$ cat config.mk
export PLATFORM = sky130hd
export DESIGN_NAME = joystick_stepper_process_sequencer_flat
export DESIGN_NICKNAME = d
export VERILOG_FILES = /design/src/design/jsps_pkg.sv /design/src/design/jsps_sample_if.sv /design/src/design/jsps_result_if.sv /design/src/design/jsps_step.sv /design/src/design/joystick_stepper_process_sequencer.sv /design/src/flat_wrapper.sv
export VERILOG_INCLUDE_DIRS = /design/src /design/src/design
export SDC_FILE = /design/constraint.sdc
export NUM_CORES = 1
export LEC_CHECK = 0
export BUFFER_PORTS_ARGS = -buffer_cell sky130_fd_sc_hd__buf_4
export CAP_MARGIN = 25
export CORE_ASPECT_RATIO = 0.9
export CORE_UTILIZATION = 65
export DETAILED_ROUTE_END_ITERATION = 7
export PLACE_DENSITY_LB_ADDON = 0.15
export REMOVE_ABC_BUFFERS = 1
export SETUP_SLACK_MARGIN = 0.15
export SLEW_MARGIN = 10
export SYNTH_ARGS = -nofsm -noshare
export SYNTH_HDL_FRONTEND = slang
export SYNTH_HIERARCHICAL = 1
export SYNTH_SLANG_ARGS = --single-unit
$ cat constraint.sdc
create_clock -name i_clk -period 8.2 [get_ports i_clk]
set_clock_uncertainty 0.05 [all_clocks]
set_input_delay 0.41 -clock i_clk [delete_from_list [all_inputs] [get_ports i_clk]]
set_output_delay 0.41 -clock i_clk [all_outputs]
set_load 0.02 [all_outputs]
$ cat src/design/joystick_stepper_process_sequencer_macros.svh
// Assertion macros for the joystick stepper process sequencer.
// Included by the top level; depends on nothing else.
`ifndef JOYSTICK_STEPPER_PROCESS_SEQUENCER_MACROS_SVH
`define JOYSTICK_STEPPER_PROCESS_SEQUENCER_MACROS_SVH

// Same-cycle implication, disabled while reset is asserted.
`define JSPS_ASSERT_NOW(label, clk, rst_n, ante, cons) \
    label: assert property (@(posedge clk) disable iff (!(rst_n)) (ante) |-> (cons)) \
        else $error("sequencer assertion failed");

// Next-cycle implication, disabled while reset is asserted.
`define JSPS_ASSERT_NEXT(label, clk, rst_n, ante, cons) \
    label: assert property (@(posedge clk) disable iff (!(rst_n)) (ante) |=> (cons)) \
        else $error("sequencer assertion failed");

`endif

$ cat src/design/jsps_pkg.sv
// Shared types, phase codes and register indexes of the joystick stepper sequencer.
// Depends on nothing; imported by jsps_step, the top level, the checker and the testbench.
`timescale 1ns / 1ps

package jsps_pkg;

    localparam int unsigned CNT_W = 16;
    localparam int unsigned PH_W  = 5;

    localparam logic [CNT_W-1:0] CNT_MAX           = '1;
    localparam logic [CNT_W-1:0] DEBOUNCE_RESET    = 16'd50;
    localparam logic [CNT_W-1:0] PHASE_TICKS_RESET = 16'd5000;

    // Configuration register indexes.
    localparam logic CFG_DEBOUNCE    = 1'b0;
    localparam logic CFG_PHASE_TICKS = 1'b1;

    // Phase codes.
    localparam logic [PH_W-1:0] PH_IDLE          = 5'd0;
    localparam logic [PH_W-1:0] PH_PLACEMENT     = 5'd1;
    localparam logic [PH_W-1:0] PH_LOWERING      = 5'd2;
    localparam logic [PH_W-1:0] PH_STIRRING      = 5'd3;
    localparam logic [PH_W-1:0] PH_MEASURE       = 5'd4;
    localparam logic [PH_W-1:0] PH_MEASURE_READY = 5'd5;
    localparam logic [PH_W-1:0] PH_DISPLAY       = 5'd6;
    localparam logic [PH_W-1:0] PH_REMOVAL       = 5'd7;
    localparam logic [PH_W-1:0] PH_SAMPLE_X      = 5'd8;
    localparam logic [PH_W-1:0] PH_SAMPLE_Y      = 5'd9;
    localparam logic [PH_W-1:0] PH_CLEANING      = 5'd10;
    localparam logic [PH_W-1:0] PH_CLEAN_Y       = 5'd11;
    localparam logic [PH_W-1:0] PH_CLEAN_X       = 5'd12;
    localparam logic [PH_W-1:0] PH_CLEAN_Y2      = 5'd13;
    localparam logic [PH_W-1:0] PH_DRYING        = 5'd14;
    localparam logic [PH_W-1:0] PH_DRY_Y         = 5'd15;
    localparam logic [PH_W-1:0] PH_DRY_X         = 5'd16;
    localparam logic [PH_W-1:0] PH_RESTART       = 5'd17;

    typedef struct packed {
        logic button_level;
        logic stick_up;
        logic stick_down;
        logic stick_left;
        logic stick_right;
    } t_sample;

    typedef struct packed {
        logic [PH_W-1:0] phase_code;
        logic            motor_dir;
        logic            motor_run;
        logic            state_entered;
    } t_result;

    typedef struct packed {
        logic [PH_W-1:0]  phase;
        logic [CNT_W-1:0] edge_elapsed;
        logic [CNT_W-1:0] phase_elapsed;
        logic             prev_button;
        logic             dir;
        logic             run;
    } t_state;

    typedef struct packed {
        logic [CNT_W-1:0] debounce_ticks;
        logic [CNT_W-1:0] phase_ticks;
    } t_cfg;

    // Counter increment that stops at the top of its range.
    function automatic logic [CNT_W-1:0] sat_inc(input logic [CNT_W-1:0] v);
        return (v == CNT_MAX) ? CNT_MAX : v + 1'b1;
    endfunction

endpackage

$ cat src/design/jsps_sample_if.sv
// Input channel of the sequencer: one joystick sample per transaction.
// Depends on nothing.
`timescale 1ns / 1ps

interface jsps_sample_if;
    logic valid;
    logic ready;
    logic button_level;
    logic stick_up;
    logic stick_down;
    logic stick_left;
    logic stick_right;

    modport source (
        output valid, button_level, stick_up, stick_down, stick_left, stick_right,
        input  ready
    );
    modport sink (
        input  valid, button_level, stick_up, stick_down, stick_left, stick_right,
        output ready
    );
endinterface

$ cat src/design/jsps_result_if.sv
// Output channel of the sequencer: phase and motor drive per transaction.
// Depends on nothing.
`timescale 1ns / 1ps

interface jsps_result_if;
    logic       valid;
    logic       ready;
    logic [4:0] phase_code;
    logic       motor_dir;
    logic       motor_run;
    logic       state_entered;

    modport source (
        output valid, phase_code, motor_dir, motor_run, state_entered,
        input  ready
    );
    modport sink (
        input  valid, phase_code, motor_dir, motor_run, state_entered,
        output ready
    );
endinterface

$ cat src/design/jsps_step.sv
// Next-state logic of the sequencer for one joystick sample.
// Depends on jsps_pkg.
`timescale 1ns / 1ps

module jsps_step
    import jsps_pkg::*;
(
    input  t_state  i_state,
    input  t_sample i_sample,
    input  t_cfg    i_cfg,
    output t_state  o_state,
    output t_result o_result
);

    logic            rising;
    logic            press;
    logic            timed_done;
    logic            sampled;
    logic [PH_W-1:0] next_phase;
    logic            next_dir;
    logic            next_run;
    logic            changed;

    // Debounced edge as seen by this sample; only counts where the phase samples it.
    assign rising     = i_sample.button_level && !i_state.prev_button;
    assign press      = rising && (i_state.edge_elapsed >= i_cfg.debounce_ticks);
    assign timed_done = i_state.phase_elapsed >= i_cfg.phase_ticks;

    // Phase transitions and motor drive.
    always_comb begin
        next_phase = i_state.phase;
        next_dir   = i_state.dir;
        next_run   = i_state.run;
        sampled    = 1'b0;
        unique case (i_state.phase)
            PH_IDLE: begin
                if (i_sample.stick_right) begin
                    next_dir = 1'b1;
                    next_run = 1'b1;
                end else if (i_sample.stick_left) begin
                    next_dir = 1'b0;
                    next_run = 1'b1;
                end else begin
                    sampled = 1'b1;
                    if (press) next_phase = PH_PLACEMENT;
                    else next_run = 1'b0;
                end
            end
            PH_PLACEMENT, PH_MEASURE_READY, PH_DISPLAY: begin
                sampled = 1'b1;
                if (press) next_phase = i_state.phase + 1'b1;
            end
            PH_RESTART: begin
                sampled = 1'b1;
                if (press) next_phase = PH_IDLE;
            end
            PH_LOWERING, PH_REMOVAL, PH_SAMPLE_Y, PH_CLEAN_Y, PH_CLEAN_Y2,
            PH_DRY_Y: begin
                if (i_sample.stick_up) begin
                    next_dir = 1'b1;
                    next_run = 1'b1;
                end else if (i_sample.stick_down) begin
                    next_dir = 1'b0;
                    next_run = 1'b1;
                end else begin
                    next_run = 1'b0;
                end
                sampled = 1'b1;
                if (press) next_phase = i_state.phase + 1'b1;
            end
            PH_SAMPLE_X, PH_CLEAN_X, PH_DRY_X: begin
                if (i_sample.stick_left) begin
                    next_dir = 1'b0;
                    next_run = 1'b1;
                end else if (i_sample.stick_right) begin
                    next_dir = 1'b1;
                    next_run = 1'b1;
                end else begin
                    next_run = 1'b0;
                end
                sampled = 1'b1;
                if (press) next_phase = i_state.phase + 1'b1;
            end
            PH_STIRRING: begin
                if (timed_done) begin
                    sampled = 1'b1;
                    if (press) next_phase = PH_MEASURE;
                end
            end
            PH_MEASURE, PH_CLEANING, PH_DRYING: begin
                if (timed_done) next_phase = i_state.phase + 1'b1;
            end
            default: begin
                // Codes past the last phase are never reached and do nothing.
            end
        endcase
    end

    assign changed = (next_phase != i_state.phase);

    // Updated state and the result for this sample.
    always_comb begin
        o_state.phase         = next_phase;
        o_state.dir           = next_dir;
        o_state.run           = next_run;
        o_state.prev_button   = sampled ? i_sample.button_level : i_state.prev_button;
        o_state.edge_elapsed  = (sampled && press) ? CNT_W'(1)
                                                   : sat_inc(i_state.edge_elapsed);
        o_state.phase_elapsed = changed ? CNT_W'(1) : sat_inc(i_state.phase_elapsed);

        o_result.phase_code    = next_phase;
        o_result.motor_dir     = next_dir;
        o_result.motor_run     = next_run;
        o_result.state_entered = changed;
    end

endmodule

$ cat src/design/joystick_stepper_process_sequencer.sv
// Top level of the joystick stepper process sequencer.
// Depends on jsps_pkg, jsps_sample_if, jsps_result_if, jsps_step and the macros header.
//
// Usage:
//   i_sample carries one joystick sample per transaction (one per timer tick).
//   o_result returns one transaction per sample: the phase after that tick, the
//   stepper direction and run enable, and a pulse when the phase changed.
//   The configuration port writes debounce_ticks (index 0) or phase_ticks
//   (index 1) at any edge with i_cfg_we high; write it only while no sample
//   is in flight.
// Timing:
//   A sample is captured in the input register; when the result register is
//   free or being taken, the step logic updates the sequencer state and loads
//   the result register, which offers the result. One sample per cycle is
//   sustained while o_result is ready; the single state update per cycle sets that figure.
// Reset:
//   Synchronous, active low. The phase returns to idle, counters and motor
//   drive clear, and the registers return to 50 and 5000 ticks.
// Stall:
//   While o_result is held, the result register keeps its transaction and one
//   more sample waits in the input register; then i_sample.ready drops.
`timescale 1ns / 1ps
`include "joystick_stepper_process_sequencer_macros.svh"

module joystick_stepper_process_sequencer
    import jsps_pkg::*;
(
    input  logic                 i_clk,
    input  logic                 i_rst_n,
    jsps_sample_if.sink          i_sample,
    jsps_result_if.source        o_result,
    input  logic                 i_cfg_we,
    input  logic                 i_cfg_idx,
    input  logic [CNT_W-1:0]     i_cfg_data
);

    logic    r_in_valid;
    t_sample r_in;
    logic    r_out_valid;
    t_result r_out;
    t_state  r_state;
    t_cfg    r_cfg;

    t_state  n_state;
    t_result n_result;
    t_sample in_sample;
    logic    out_free;
    logic    step_fire;
    logic    in_accept;

    // Handshake: the input register refills whenever its sample moves on.
    assign out_free       = !r_out_valid || o_result.ready;
    assign step_fire      = r_in_valid && out_free;
    assign i_sample.ready = !r_in_valid || step_fire;
    assign in_accept      = i_sample.valid && i_sample.ready;

    assign in_sample.button_level = i_sample.button_level;
    assign in_sample.stick_up     = i_sample.stick_up;
    assign in_sample.stick_down   = i_sample.stick_down;
    assign in_sample.stick_left   = i_sample.stick_left;
    assign in_sample.stick_right  = i_sample.stick_right;

    jsps_step u_step (
        .i_state  (r_state),
        .i_sample (r_in),
        .i_cfg    (r_cfg),
        .o_state  (n_state),
        .o_result (n_result)
    );

    // Valid flags, sequencer state and configuration registers.
    always_ff @(posedge i_clk) begin
        if (!i_rst_n) begin
            r_in_valid           <= 1'b0;
            r_out_valid          <= 1'b0;
            r_state              <= '0;
            r_cfg.debounce_ticks <= DEBOUNCE_RESET;
            r_cfg.phase_ticks    <= PHASE_TICKS_RESET;
        end else begin
            if (in_accept) r_in_valid <= 1'b1;
            else if (step_fire) r_in_valid <= 1'b0;

            if (step_fire) begin
                r_out_valid <= 1'b1;
                r_state     <= n_state;
            end else if (o_result.ready) begin
                r_out_valid <= 1'b0;
            end

            if (i_cfg_we) begin
                unique case (i_cfg_idx)
                    CFG_DEBOUNCE:    r_cfg.debounce_ticks <= i_cfg_data;
                    CFG_PHASE_TICKS: r_cfg.phase_ticks    <= i_cfg_data;
                    default:         r_cfg <= r_cfg;
                endcase
            end
        end
    end

    // Payload registers.
    always_ff @(posedge i_clk) begin
        if (in_accept) r_in <= in_sample;
        if (step_fire) r_out <= n_result;
    end

    assign o_result.valid         = r_out_valid;
    assign o_result.phase_code    = r_out.phase_code;
    assign o_result.motor_dir     = r_out.motor_dir;
    assign o_result.motor_run     = r_out.motor_run;
    assign o_result.state_entered = r_out.state_entered;

    // The phase never leaves the defined sequence.
    `JSPS_ASSERT_NOW(a_phase_range, i_clk, i_rst_n, 1'b1, r_state.phase <= PH_RESTART)
    // A waiting result always matches the state it left behind.
    `JSPS_ASSERT_NOW(a_out_matches_state, i_clk, i_rst_n, r_out_valid,
        (r_out.phase_code == r_state.phase) && (r_out.motor_dir == r_state.dir) &&
        (r_out.motor_run == r_state.run))
    // A phase change restarts the phase counter.
    `JSPS_ASSERT_NOW(a_entered_restarts, i_clk, i_rst_n, r_out_valid && r_out.state_entered,
        r_state.phase_elapsed == CNT_W'(1))
    // Without a step the sequencer state holds.
    `JSPS_ASSERT_NEXT(a_state_holds, i_clk, i_rst_n, !step_fire && i_rst_n, $stable(r_state))

endmodule

$ cat src/flat_wrapper.sv
// flat-port wrapper written by rule: the top's interface ports become plain ports
module joystick_stepper_process_sequencer_flat import jsps_pkg::*;
  (i_clk, i_rst_n, i_cfg_we, i_cfg_idx, i_cfg_data, i_sample_valid, i_sample_button_level, i_sample_stick_up, i_sample_stick_down, i_sample_stick_left, i_sample_stick_right, i_sample_ready, o_result_valid, o_result_phase_code, o_result_motor_dir, o_result_motor_run, o_result_state_entered, o_result_ready);
  jsps_sample_if i_sample_i ();
  jsps_result_if o_result_i ();
  input  logic i_clk;
  input  logic i_rst_n;
  input  logic i_cfg_we;
  input  logic i_cfg_idx;
  input  logic [CNT_W-1:0] i_cfg_data;
  input wire logic [$bits(i_sample_i.valid)-1:0] i_sample_valid;
  input wire logic [$bits(i_sample_i.button_level)-1:0] i_sample_button_level;
  input wire logic [$bits(i_sample_i.stick_up)-1:0] i_sample_stick_up;
  input wire logic [$bits(i_sample_i.stick_down)-1:0] i_sample_stick_down;
  input wire logic [$bits(i_sample_i.stick_left)-1:0] i_sample_stick_left;
  input wire logic [$bits(i_sample_i.stick_right)-1:0] i_sample_stick_right;
  output wire logic [$bits(i_sample_i.ready)-1:0] i_sample_ready;
  output wire logic [$bits(o_result_i.valid)-1:0] o_result_valid;
  output wire logic [$bits(o_result_i.phase_code)-1:0] o_result_phase_code;
  output wire logic [$bits(o_result_i.motor_dir)-1:0] o_result_motor_dir;
  output wire logic [$bits(o_result_i.motor_run)-1:0] o_result_motor_run;
  output wire logic [$bits(o_result_i.state_entered)-1:0] o_result_state_entered;
  input wire logic [$bits(o_result_i.ready)-1:0] o_result_ready;
  assign i_sample_i.valid = i_sample_valid;
  assign i_sample_i.button_level = i_sample_button_level;
  assign i_sample_i.stick_up = i_sample_stick_up;
  assign i_sample_i.stick_down = i_sample_stick_down;
  assign i_sample_i.stick_left = i_sample_stick_left;
  assign i_sample_i.stick_right = i_sample_stick_right;
  assign i_sample_ready = i_sample_i.ready;
  assign o_result_valid = o_result_i.valid;
  assign o_result_phase_code = o_result_i.phase_code;
  assign o_result_motor_dir = o_result_i.motor_dir;
  assign o_result_motor_run = o_result_i.motor_run;
  assign o_result_state_entered = o_result_i.state_entered;
  assign o_result_i.ready = o_result_ready;
  joystick_stepper_process_sequencer u_core (.i_clk(i_clk), .i_rst_n(i_rst_n), .i_sample(i_sample_i), .o_result(o_result_i), .i_cfg_we(i_cfg_we), .i_cfg_idx(i_cfg_idx), .i_cfg_data(i_cfg_data));
endmodule
# Word-level counts from Yosys, hierarchy flattened
# Index checks and enable logic that the tools add are counted.
# W data, S select, Z words.
[totals]
reg_bits = 87
in_bits = 27
output_inout_bits = 10
word_cells = 102
[op_classes]
n_addsub = 3
order_cmp = 2
n_eq_ne = 20
mux = 36
bitwise = 1
reduce_logical = 21
[op_table]
columns = ["op", "count"]
rows = [
  ["$mux W16", 4],
  ["$eq A5 B4 Y1 const B", 8],
  ["$mux W5", 8],
  ["$add A16 B1 Y16 const B", 2],
  ["$eq A16 B16 Y1 const B", 2],
  ["$ge A16 B16 Y1", 2],
  ["$pmux W5 S5", 1],
  ["$eq A5 B3 Y1 const B", 4],
  ["$mux W1", 20],
  ["$reduce_or A13 Y1", 1],
  ["$reduce_or A12 Y1", 1],
  ["$eq A5 B2 Y1 const B", 2],
  ["$eq A5 B5 Y1 const B", 2],
  ["$pmux W1 S3", 3],
  ["$reduce_and A2 Y1", 3],
  ["$reduce_or A3 Y1", 2],
  ["$reduce_or A6 Y1", 1],
  ["$add A5 B1 Y5 const B", 1],
  ["$eq A5 B1 Y1 const B", 1],
  ["$logic_and A1 B1 Y1", 5],
  ["$logic_not A5 Y1", 1],
  ["$ne A5 B5 Y1", 1],
  ["$reduce_bool A2 Y1", 2],
  ["$logic_not A1 Y1", 3],
  ["other kinds (2)", 3],
]

# Logic depth before layout (Yosys ltp)
# Gate-level depths: netlist of the first run.
[depth]
ltp_word = 9
mapped_depth = 18
depth_no_buf = 16

# Cells and area by module
# The synthesis of the first run kept the hierarchy.
[by_module_without_submodules]
columns = ["module", "n_inst", "cells_per_inst", "area_per_inst_um2", "seq_area_each_um2"]
rows = [
  ["joystick_stepper_process_sequencer", 1, 339, 3319.4, 1871.8],
  ["jsps_step", 1, 380, 2632.5, 0.0],
]

# Worst setup path after synthesis of the first run
# OpenSTA, ideal clock, no wires.
[synth_path]
path_kind = "reg2reg"
startpoint = "register u_core/r_state[19] in the netlist's numbering"
endpoint = "register u_core.r_out, in the netlist u_core/o_result.state_entered (data pin)"
setup_time_ns = 0.251
arrival_time_ns = 3.376
t_required_ns = 7.899
slack_ns = 4.523
stages_incl_launch_ff = 18
n_path_buf = 3
synth_period_minus_slack_ns = 3.677
path_cell_list = "dfxtp_1 > inv_1 > ha_1 > nand2b_4 > a2111oi_4 > nor4_4 > o41ai_4 > buf_6 > ha_1 > nand2_1 > o211ai_1 > o221ai_2 > o21bai_1 > a221oi_2 > o211ai_4 > buf_6 > nand3b_1 > buf_4"
[synth_between]
elab_chain_len = 7
word_cells_on_any_way = 11
cone_classes = "order compare: 1; eq/ne: 1; mux: 8; reduce/logical: 1"
[synth_lines]
columns = ["element", "line", "rtl"]
rows = [
  ["from (decl)", "joystick_stepper_process_sequencer.sv:41", "t_state r_state;"],
  ["from (signal assigned)", "joystick_stepper_process_sequencer.sv:85", "r_state <= n_state;"],
  ["$ge A16 B16 Y1 *", "jsps_step.sv:26", "assign press = rising && (i_state.edge_elapsed >= i_cfg.debounce_ticks);"],
  ["$logic_and A1 B1 Y1 *", "jsps_step.sv:26", ""],
  ["$mux W5", "jsps_step.sv:45", "if (press) next_phase = PH_PLACEMENT;"],
  ["$mux W5", "jsps_step.sv:40", "end else if (i_sample.stick_left) begin"],
  ["$mux W5", "jsps_step.sv:37", "if (i_sample.stick_right) begin"],
  ["$pmux W5 S5 *", "jsps_step.sv:35", "unique case (i_state.phase)"],
  ["$ne A5 B5 Y1 *", "jsps_step.sv:99", "assign changed = (next_phase != i_state.phase);"],
  ["net u_core.u_step.changed", "jsps_step.sv:22", "logic changed;"],
  ["to (signal assigned)", "joystick_stepper_process_sequencer.sv:103", "if (step_fire) r_out <= n_result;"],
  ["to (decl)", "joystick_stepper_process_sequencer.sv:40", "t_result r_out;"],
]
# Mark *: on every way through the listed nets, which the timed path passes. The rest lies on a longest branch.
# A chain may end at the register's enable or synchronous reset.

==> impl_metrics.yaml, run 1 <==
floorplan:
  die_area_sq_um: 9540
  io_pins: 37
  core-area_sq_um: 8730
  die_w_um: 103
  placementRows: 32
  die-height_um: 92.8
  initial_core_util: 0.682
place:
  hpwlAfterDp_mm: 8.73
  io_buffers: 36
  place_congestion: 0.874
  place_area_sq_um: 6010
  place_ws_ns: 3.92
finish:
  n_fill_cell: 693
  final_nets: 791
  area_growth_pct: 4.52
  stdcell_area_sq_um: 6220
  diodes: 0
  final_layout_size_suffix_gt1_frac: 0.104
sta:
  worst_pin_slew_ns: 0.813
  min_period_ns: 4.30
  slew_headroom: 0.458
  finalCritPeriodShare: 0.524
  rsz0062_at_grt: "false"
  tns_ns: 0
  hold_viol: 0
  setup_violations: 0
  drv_slew: 0
  setup_slack_ns: 3.90
  max_freq_ghz: 0.233
global_routing:
  grt_start_max_net_pins: 115
  met2_usage: 0.469
  grt_pass1_wl_mm: 21.4
  grt_usage: 0.279
  top_usage_layer: "met2"
  grt_pass1_vias: 4764
  grt-ovfl-total: 0
  grtUsageMet3: 0.0626
  grt_util_met1: 0.356
  grt_antenna_before_repair: 0
min_path:
  hold_start: "i_sample_stick_up"
  hold_class: "in2reg"
synthesis:
  synth-xor-area-share: 0.0309
  yosys.area_share.adder: 0.0862
  synth-edff-count: 13
  synth_top_flop_cell: "dfxtp_1"
  synth_compound_area_frac: 0.147
  synth_area_leaders: "dfxtp_1 25%, nand2_1 12%, ha_1 8.6%"
  syn_area_per_cell_sq_um: 8.28
  synthSimpleGateAreaFrac: 0.251
  synthArstFlopShare: 0
  syn_area_sq_um: 5950
  synth_seq_cells: 87
  synth_top_family_by_area: "simple AND/OR/NAND/NOR gates"
  yosys.area.top_type_share: 0.249
  syn_inst: 719
  yosysWarnings: 6
  synthMuxAreaShare: 0.0778
  yosysSeqAreaShare: 0.314
  synth.distinct_cells: 74
  post-synth-top-area-cell: "dfxtp_1"
route:
  drt_iter0_markers: 268
  vias: 4944
  drc: 0
  routed_wl_mm: 12.4
  wl_per_cell_um: 14.6
  routed_via_density: 5.84
  drtPass1Iterations: 4
  ant_nets: 0
power:
  switching_power_uw: 227
  power_frac_clock: 0.325
  pwr-share-comb: 0.125
  switching_share: 0.273
  power_uw: 829
  power_frac_seq: 0.550
  max-vdd-ir-drop_v: 0.000139
  p_leak_uw: 0.00249
  p_per_area_nw_per_um2: 133
  p_int_uw: 603
setup_path:
  crit_path_end: "u_core/r_state[18]$_SDFFE_PN0P_"
  worstReg2RegStart: "u_core/r_state[19]$_SDFFE_PN0P_"
  crit_fanout: 17
  worstSetupPathType: "reg2reg"
  reg2reg_slack_ns: 3.90
  rr_worst_depth: 16
  timing.rr.end: "u_core/r_state[18]$_SDFFE_PN0P_"
  end_kind: "flop"
  critPathRequiredTime_ns: 8.43
  start_kind: "flop"
  crit_start: "u_core/r_state[19]$_SDFFE_PN0P_"
  cp.arrival_ns: 4.53
clock_network:
  clk_pin_slew_ns: 0.09
  ctsResizeCount: 0
  insertion_delay_ns: 0.36
  holdBufCountCts: 0
  clock-root-buffer: "clkbuf_8"
  h-tree-depth: 3
  cts_buffers: 9
  cts_buffer_depth: 2
  cts.sinks: 87
  cts_setup_buffers: 0
  cts_tree: "done"
run_status:
  status: "finished clean"
run:
  cap_violations: 0
sequential cells by signal, summed over array words and instances (netlist names):
name / cells
u_core/r_state: 40
u_core/o_result.valid: 1
u_core/o_result.state_entered: 1
u_core/r_in_valid: 1
u_core/o_result.motor_run: 1
u_core/r_in: 5
u_core/r_cfg: 32
u_core/o_result.motor_dir: 1
u_core/o_result.phase_code: 5
final cells by class:
class	count	area [sq um]	area share
tap	119	149	0.0239
sequential	87	1870	0.301
inverter	45	169	0.0272
clock inverter	7	47.5	0.00764
timing repair buffer	41	328	0.0527
multi-input combinational	539	3530	0.568
clock buffer	9	124	0.0199
worst min path at each step:
| stage | slack, ns | to | cells past startpoint |
|---|---|---|---|
| floorplan | 0.39 | u_core/r_cfg[10]$_SDFFE_PN0P_ | 2 |
| global placement | 0.40 | u_core/r_cfg[10]$_SDFFE_PN0P_ | 2 |
| detailed placement | 0.40 | u_core/r_cfg[25]$_SDFFE_PN0P_ | 2 |
| CTS | 0.16 | u_core/r_in[0]$_DFFE_PP_ | 1 |
| global route | 0.16 | u_core/r_in[0]$_DFFE_PP_ | 1 |
| finish | 0.18 | u_core/r_in[3]$_DFFE_PP_ | 1 |
cells in the final DEF (no fill, tap or decap), types with 2 or more instances in the layout:
cell | synthesis | final
nand2_1 | 188 | 188
dfxtp_1 | 74 | 74
inv_1 | 45 | 45
mux2i_1 | 44 | 44
ha_1 | 41 | 41
buf_4 | 17 | 40
nand3_1 | 33 | 33
a21oi_1 | 31 | 31
nor2_1 | 24 | 24
a21boi_0 | 17 | 17
o21ai_0 | 16 | 16
edfxtp_1 | 13 | 13
xor2_1 | 13 | 13
and4b_1 | 11 | 11
nand4_1 | 10 | 10
clkbuf_8 | 0 | 9
a21boi_1 | 8 | 8
xnor2_1 | 8 | 8
or3_1 | 7 | 7
nand2b_1 | 6 | 6
o21a_1 | 6 | 6
nor3_1 | 6 | 6
nor2b_1 | 4 | 4
a21o_1 | 4 | 4
nor4bb_1 | 4 | 4
and3_1 | 4 | 4
clkinvlp_4 | 0 | 3
and2_1 | 3 | 3
a211oi_1 | 3 | 3
clkinv_1 | 0 | 2
nor2b_4 | 1 | 2
o2111ai_1 | 2 | 2
o21ai_1 | 2 | 2
a221oi_2 | 2 | 2
o22ai_1 | 2 | 2
o221ai_1 | 2 | 2
o211ai_1 | 2 | 2
power by group through the flow:
stage          clock network, uW  registers [uW]  logic (uW)
6_report                     270             456         104
5_1_grt                      294             458         115
4_1_cts                      279             456         102
3_5_place_dp                   0             466         102
3_3_place_gp                   0             465        96.9
2_1_floorplan                  0             466        62.6
critical path, cell delays in order (launching register included):
cell,delay (ns)
dfxtp_1,0.43
inv_1,0.07
ha_1,0.28
nand2b_4,0.14
a2111oi_4,0.41
nor4_4,0.09
o41ai_4,0.80
ha_1,0.27
nand2_1,0.05
o211ai_1,0.11
o221ai_2,0.14
o21bai_1,0.19
a221oi_2,0.34
o211ai_4,0.24
nor4bb_1,0.39
nand2_1,0.09
mux2i_1,0.12
synth_stat cells (all sizes together) (2+ instances only):
library cell,count
dfxtp,74
clkbuf,10
o21ai,18
nand3,33
xnor2,8
a21boi,25
mux2i,44
and4b,12
a21oi,32
nor3,6
o221ai,3
a2111oi,3
nand4,10
nor2b,6
or3,8
buf,37
inv,45
nand2b,7
o22ai,2
a221oi,3
ha,41
o21a,6
nor2,25
nor4bb,4
o2111ai,3
mux2,2
nor4,2
a211oi,3
o211ai,3
and3,4
xor2,13
and2,3
a21o,4
edfxtp,13
nand2,188
a22o,2
cell families after synthesis:
logic type	count (synthesis)
AOI/OAI and AO/OA	117
xor gates and xnor gates	21
and+or+nand+nor	314
adders and majority gates	41
DFF	87
buffers and inverters	93
muxes	46
stage by stage:
step,instances,hold slack (ns),util
after global placement,828,0.396,0.688
after global routing,847,0.156,0.713
final,847,0.176,0.713
after detailed placement,828,0.396,0.688
after CTS,844,0.161,0.708
after floorplan,671,0.385,-
per-layer routing:
layer	part of all wire	wire length [um]	vias up
met5	0	0	-
met2	0.47	5860	143
met3	0.055	676	17
met1	0.46	5690	2313
met4	0.013	159	0
li1	-	-	2471
No activity file was read; power rests on OpenSTA's default activity.
==> inputs of run 2 (changes only) <==
--- a/config.mk
+++ b/config.mk
@@ -6,10 +6,11 @@
 export SDC_FILE = /design/constraint.sdc
 export NUM_CORES = 1
 export LEC_CHECK = 0
+export ABC_AREA = 1
 export BUFFER_PORTS_ARGS = -buffer_cell sky130_fd_sc_hd__buf_4
 export CAP_MARGIN = 25
 export CORE_ASPECT_RATIO = 0.9
-export CORE_UTILIZATION = 65
+export CORE_UTILIZATION = 56
 export DETAILED_ROUTE_END_ITERATION = 7
 export PLACE_DENSITY_LB_ADDON = 0.15
 export REMOVE_ABC_BUFFERS = 1
==> constraint.sdc (replaced) <==
create_clock -name i_clk -period 3.81 [get_ports i_clk]
set_clock_uncertainty 0.05 [all_clocks]
set_input_delay 0.1905 -clock i_clk [delete_from_list [all_inputs] [get_ports i_clk]]
set_output_delay 0.1905 -clock i_clk [all_outputs]
set_load 0.02 [all_outputs]
==> impl_metrics.yaml, run 2 <==
global_routing:
  grt_pass1_wl_mm: 23.1
  grt_pass1_vias: 5088
  grt-ovfl-total: 0
  grt_antenna_before_repair: 0
  grt_start_max_net_pins: 82
  grt_usage: 0.251
finish:
  final_nets: 990
  largest_register_ffs: 40
  largest-register: "u_core/r_state"
  diodes: 0
  final_cell_mix: "155 x nand2_1, 149 x nor2_1, 129 x inv_1, 72 x a21oi_1, 72 x dfxtp_1"
  reg_top3: "u_core/r_state x40, u_core/r_cfg x32"
  final_common_cell: "nand2_1"
  area_growth_pct: 9.23
  stdcell_count: 1079
  final_layout_size_suffix_gt1_frac: 0.142
synthesis:
  syn_area_per_cell_sq_um: 6.90
  yosysWarnings: 6
  synth_seq_cells: 87
  syn_inst: 906
  synth-xor-area-share: 0.0252
  synth_most_common_cell: "nand2_1"
  synth_compound_area_frac: 0.104
  post-synth-top-area-cell: "dfxtp_1"
  synthMuxAreaShare: 0
  yosys.area_share.adder: 0.0821
  yosysSeqAreaShare: 0.300
  synth_top_family_by_area: "simple AND/OR/NAND/NOR gates"
  synth.distinct_cells: 40
  synth_top_flop_cell: "dfxtp_1"
  synth_area_leaders: "dfxtp_1 24%, nand2_1 9.4%, nor2_1 9.0%"
  synth_commonest_cells: "157 x nand2_1, 149 x nor2_1, 129 x inv_1, 74 x dfxtp_1, 72 x a21oi_1"
  yosys.area.top_type_share: 0.237
  synthSimpleGateAreaFrac: 0.345
  syn_area_sq_um: 6250
  synthArstFlopShare: 0
  synth-edff-count: 13
sta:
  min_period_ns: 3.30
  slew_headroom: 0.332
  setup_violations: 0
  timing.hold.ws_ns: 0.0100
  finalCritPeriodShare: 0.865
  worst_pin_slew_ns: 1.00
  max_freq_ghz: 0.303
  tns_ns: 0
  rsz0062_at_grt: "false"
  hold_viol: 0
  drv_slew: 0
run:
  cap_violations: 0
floorplan:
  die_area_sq_um: 11600
  initial_core_util: 0.575
  core-area_sq_um: 10900
  die-height_um: 102
  placementRows: 36
  io_pins: 37
  die_w_um: 113
place:
  place_congestion: 0.883
  hpwlAfterDp_mm: 9.83
  placedCellCount: 1051
  io_buffers: 36
route:
  wl_per_cell_um: 13.1
  drtPass1Iterations: 5
  routed_via_density: 5.25
  routed_wl_mm: 14.2
  ant_nets: 0
  drt_iter0_markers: 340
  vias: 5662
  drc: 0
setup_path:
  cpLargestDelayFamily: "simple AND/OR/NAND/NOR gates"
  critPathRequiredTime_ns: 4.04
  crit_slowest_cell: "dfxtp_1"
  worstSetupPathType: "reg2reg"
  max_stage_delay_ns: 0.34
  crit_path_frequent_cell: "nand2_1"
  cp.arrival_ns: 3.53
  start_kind: "flop"
  end_kind: "flop"
  crit_fanout: 8
  critPathBufInv: 4
clock_network:
  insertion_delay_ns: 0.35
  cts_buffer_depth: 2
  cts_buffers: 9
  clk_pin_slew_ns: 0.06
  clock-root-buffer: "clkbuf_16"
  cts_tree: "done"
  h-tree-depth: 3
  cts.sinks: 87
power:
  max-vdd-ir-drop_v: 0.000372
  power_uw: 2730
  p_per_area_nw_per_um2: 400
  p_leak_uw: 0.00318
run_status:
  status: "finished clean"
min_path:
  hold_class: "in2reg"
-- run 2: cell count changes in the layout (fill, tap and decap cells not counted), sizes merged, moves of 6 or more --
cell	before	now
a21boi	25	0
inv	46	138
nor2	25	173
nand2b	7	0
nor2b	6	0
a21oi	32	72
and4b	12	0
mux2i	44	0
o21ai	18	37
or3	8	0
nand2	188	167
dlygate4sd3	0	6
nand3	33	93
-- run 2: cells by family (layout without fill, tap and decap cells) --
family / count (synthesis) / count (layout)
XOR/XNOR: 18 / 18
buffers and inverters: 184 / 204
adder cells (fa/ha/maj): 41 / 41
AND/OR/NAND/NOR: 453 / 454
AO/OA/AOI/OAI: 123 / 123
flip-flops: 87 / 87
-- run 2: metal layers --
metal	GRT usage	wire length [um]	up-vias
met1	0.322	6740	2594
li1	-	-	2908
met5	0	0	-
met3	0.0558	650	19
met4	0.0820	200	0
met2	0.422	6590	141
-- run 2: cell type report --
cell class | count | area, sq um
Sequential cell | 87 | 1870
Timing Repair Buffer | 50 | 407
Clock buffer | 12 | 258
Multi-Input combinational cell | 636 | 3510
Clock inverter | 4 | 52.6
Tap cell | 152 | 190
Inverter | 138 | 531
Fill cell | 1003 | 4030
-- run 2: timing repair --
action | CTS | global route
setup endpoints to repair | 0 | 17
hold buffers | 6 | 0
resized for setup | 0 | 6
setup buffers | 0 | 5
hold endpoints to repair | 6 | 0
-- run 2: tightest hold or removal path, stage by stage --
cell and delay [ns]:
buf_4 0.09, nand2_1 0.05, nand3_1 0.05
-- run 2: power breakdown --
part | leakage, uW | switching [uW] | internal [uW]
clock network | 0.000152 | 370 | 550
registers | 0.000737 | 67.3 | 1000
logic | 0.00229 | 457 | 282
total | 0.00318 | 895 | 1830
-- run 2: final timing paths --
check	start	end	slack (ns)	depth (start not counted)
setup / recovery	u_core/r_cfg[27]$_SDFFE_PN0P_	u_core/r_state[12]$_SDFFE_PN0P_	0.51	26
hold / removal	i_cfg_data[5]	u_core/r_cfg[21]$_SDFFE_PN1P_	0.01	3
hold reg to reg	u_core/r_cfg[20]$_SDFFE_PN1P_	u_core/r_cfg[20]$_SDFFE_PN1P_	0.43	2
setup reg to reg	u_core/r_cfg[27]$_SDFFE_PN0P_	u_core/r_state[12]$_SDFFE_PN0P_	0.51	26
-- run 2: metrics by stage --
step / util / setup WS, ns / cell area [sq um]
final: 0.629 / 0.514 / 6820
after global routing: 0.629 / 0.167 / 6820
after CTS: 0.620 / 0.351 / 6730
after detailed placement: 0.586 / 0.383 / 6360
after global placement: 0.585 / 0.511 / 6350
after floorplan: - / 0.810 / 5880
==> inputs of run 3 (changes only) <==
--- a/config.mk
+++ b/config.mk
@@ -6,7 +6,6 @@
 export SDC_FILE = /design/constraint.sdc
 export NUM_CORES = 1
 export LEC_CHECK = 0
-export ABC_AREA = 1
 export BUFFER_PORTS_ARGS = -buffer_cell sky130_fd_sc_hd__buf_4
 export CAP_MARGIN = 25
 export CORE_ASPECT_RATIO = 0.9
==> impl_metrics.yaml, run 3 (synthesized netlist as in run 1, its figures left out) <==
run_status:
  status: "finished clean"
place:
  placedCellCount: 845
  place_congestion: 0.902
  place_area_sq_um: 6070
  hpwlAfterDp_mm: 9.16
  io_buffers: 36
setup_path:
  rr_worst_depth: 16
  worstSetupPathType: "reg2reg"
  cp.arrival_ns: 3.88
  crit_fanout: 6
  end_kind: "flop"
  critPathRequiredTime_ns: 3.98
  start_kind: "flop"
sta:
  hold_viol: 0
  drv_slew: 0
  setup_violations: 0
  finalCritPeriodShare: 0.975
  slew_headroom: 0.432
  worst_pin_slew_ns: 0.852
  rsz0062_at_grt: "true"
  min_period_ns: 3.72
  max_freq_ghz: 0.269
route:
  drc: 0
  drtPass1Iterations: 6
  vias: 5024
  ant_nets: 0
  drt_iter0_markers: 259
  routed_wl_mm: 13.5
  routed_via_density: 5.73
  wl_per_cell_um: 15.4
floorplan:
  die-height_um: 99.8
  io_pins: 37
  die_w_um: 111
  die_area_sq_um: 11000
  core-area_sq_um: 10300
  initial_core_util: 0.578
  placementRows: 35
power:
  power_frac_seq: 0.453
  pwr-share-comb: 0.116
  switching_share: 0.239
  switching_power_uw: 517
  p_per_area_nw_per_um2: 324
  power_frac_clock: 0.430
  p_leak_uw: 0.00267
  p_int_uw: 1650
  power_uw: 2160
  max-vdd-ir-drop_v: 0.000277
finish:
  n_fill_cell: 896
  diodes: 0
  final_layout_size_suffix_gt1_frac: 0.151
  area_growth_pct: 12.0
  final_common_cell: "nand2_1"
  stdcell_area_sq_um: 6670
  final_nets: 811
  reg_top3: "u_core/r_state x40, u_core/r_cfg x32"
  largest_register_ffs: 40
  stdcell_count: 877
  largest-register: "u_core/r_state"
  final_cell_mix: "187 x nand2_1, 63 x dfxtp_1, 52 x buf_4, 44 x mux2i_1, 41 x inv_1"
clock_network:
  clock-root-buffer: "clkbuf_16"
  cts_buffer_depth: 2
  cts_buffers: 9
  insertion_delay_ns: 0.34
  cts_tree: "done"
  h-tree-depth: 3
  cts.sinks: 87
  clk_pin_slew_ns: 0.07
global_routing:
  grt-ovfl-total: 0
  grt_usage: 0.243
  grt_pass1_wl_mm: 21.9
  grt_start_max_net_pins: 115
  grt_antenna_before_repair: 0
  grt_pass1_vias: 4591
run:
  cap_violations: 0
min_path:
  hold_class: "in2reg"
  holdPathStages: 3
-- run 3: cell types whose count changed in the layout (fill, tap and decap cells not counted), moves of 13 or more --
cell / change
nor2_1: -125
nand3_1: -37
a21oi_1: -41
nand3_2: -22
mux2i_1: +44
a21boi_0: +17
nand2_1: +32
nor2_4: -13
inv_1: -88
o21ai_0: -20
-- run 3: per-stage QoR --
stage / setup WS (ns) / utilization / TNS, ns / hold slack [ns]
4_1_cts: 0.150 / 0.628 / 0 / 0.0120
6_report: 0.0949 / 0.648 / 0 / 0.0195
2_1_floorplan: 0.0181 / - / 0 / 0.212
3_3_place_gp: 0.290 / 0.590 / 0 / 0.319
3_5_place_dp: 0.107 / 0.590 / 0 / 0.320
5_1_grt: -0.0310 / 0.648 / -0.0955 / 0.0350
-- run 3: critical path, stage by stage (launching register included) --
cell       delay, ns
dfxtp_2         0.36
ha_1            0.28
nand4_1         0.18
or3_4           0.45
nor4_4          0.35
o41ai_4         0.10
ha_1            0.30
inv_2           0.08
o221ai_4        0.12
a2111oi_1       0.45
a221oi_2        0.06
buf_4           0.19
buf_4           0.14
o211ai_4        0.09
and4b_2         0.27
nand2_1         0.06
mux2i_1         0.07
-- run 3: final timing paths --
path,start,endpoint,slack (ns)
min reg2reg,u_core/r_cfg[24]$_SDFFE_PN0P_,u_core/r_cfg[24]$_SDFFE_PN0P_,0.40
max,u_core/r_state[27]$_SDFFE_PN0P_,u_core/r_state[5]$_SDFFE_PN0P_,0.09
min,i_cfg_data[1],u_core/r_cfg[17]$_SDFFE_PN1P_,0.02
max reg2reg,u_core/r_state[27]$_SDFFE_PN0P_,u_core/r_state[5]$_SDFFE_PN0P_,0.09
-- run 3: what timing repair did --
| item | 4_1_cts | 5_1_grt |
|---|---|---|
| buffers inserted | 2 | 5 |
| hold buffers | 5 | 0 |
| setup endpoints to repair | 15 | 17 |
| endpoints found under the hold margin | 5 | 0 |
| pin swaps | 4 | 8 |
| gates resized for setup | 2 | 29 |
| gates cloned | 1 | 1 |
-- run 3: area by class of cell --
type	count	area, sq um	share of cell area
Timing Repair Buffer	59	479	0.0719
Clock inverter	7	87.6	0.0131
Multi-Input combinational cell	541	3660	0.549
Tap cell	129	161	0.0242
Sequential cell	87	1890	0.283
Inverter	45	169	0.0253
Clock buffer	9	225	0.0338
-- run 3: metal layers --
layer  part of all wire  up-vias  wire length (um)  track usage
li1                   -     2520                 -            -
met1               0.44     2369              6010        0.305
met2               0.49      118              6620        0.419
met3              0.054       17               733       0.0556
met4              0.013        0               178       0.0749
met5                  0        -                 0            0
-- run 3: power by group through the flow --
| stage | Sequential (uW) | Clock (uW) | Combinational, uW |
|---|---|---|---|
| 5_1_grt | 983 | 988 | 276 |
| 2_1_floorplan | 1000 | 0 | 135 |
| 3_3_place_gp | 999 | 0 | 218 |
| 3_5_place_dp | 1000 | 0 | 226 |
| 4_1_cts | 980 | 956 | 237 |
| 6_report | 980 | 931 | 252 |
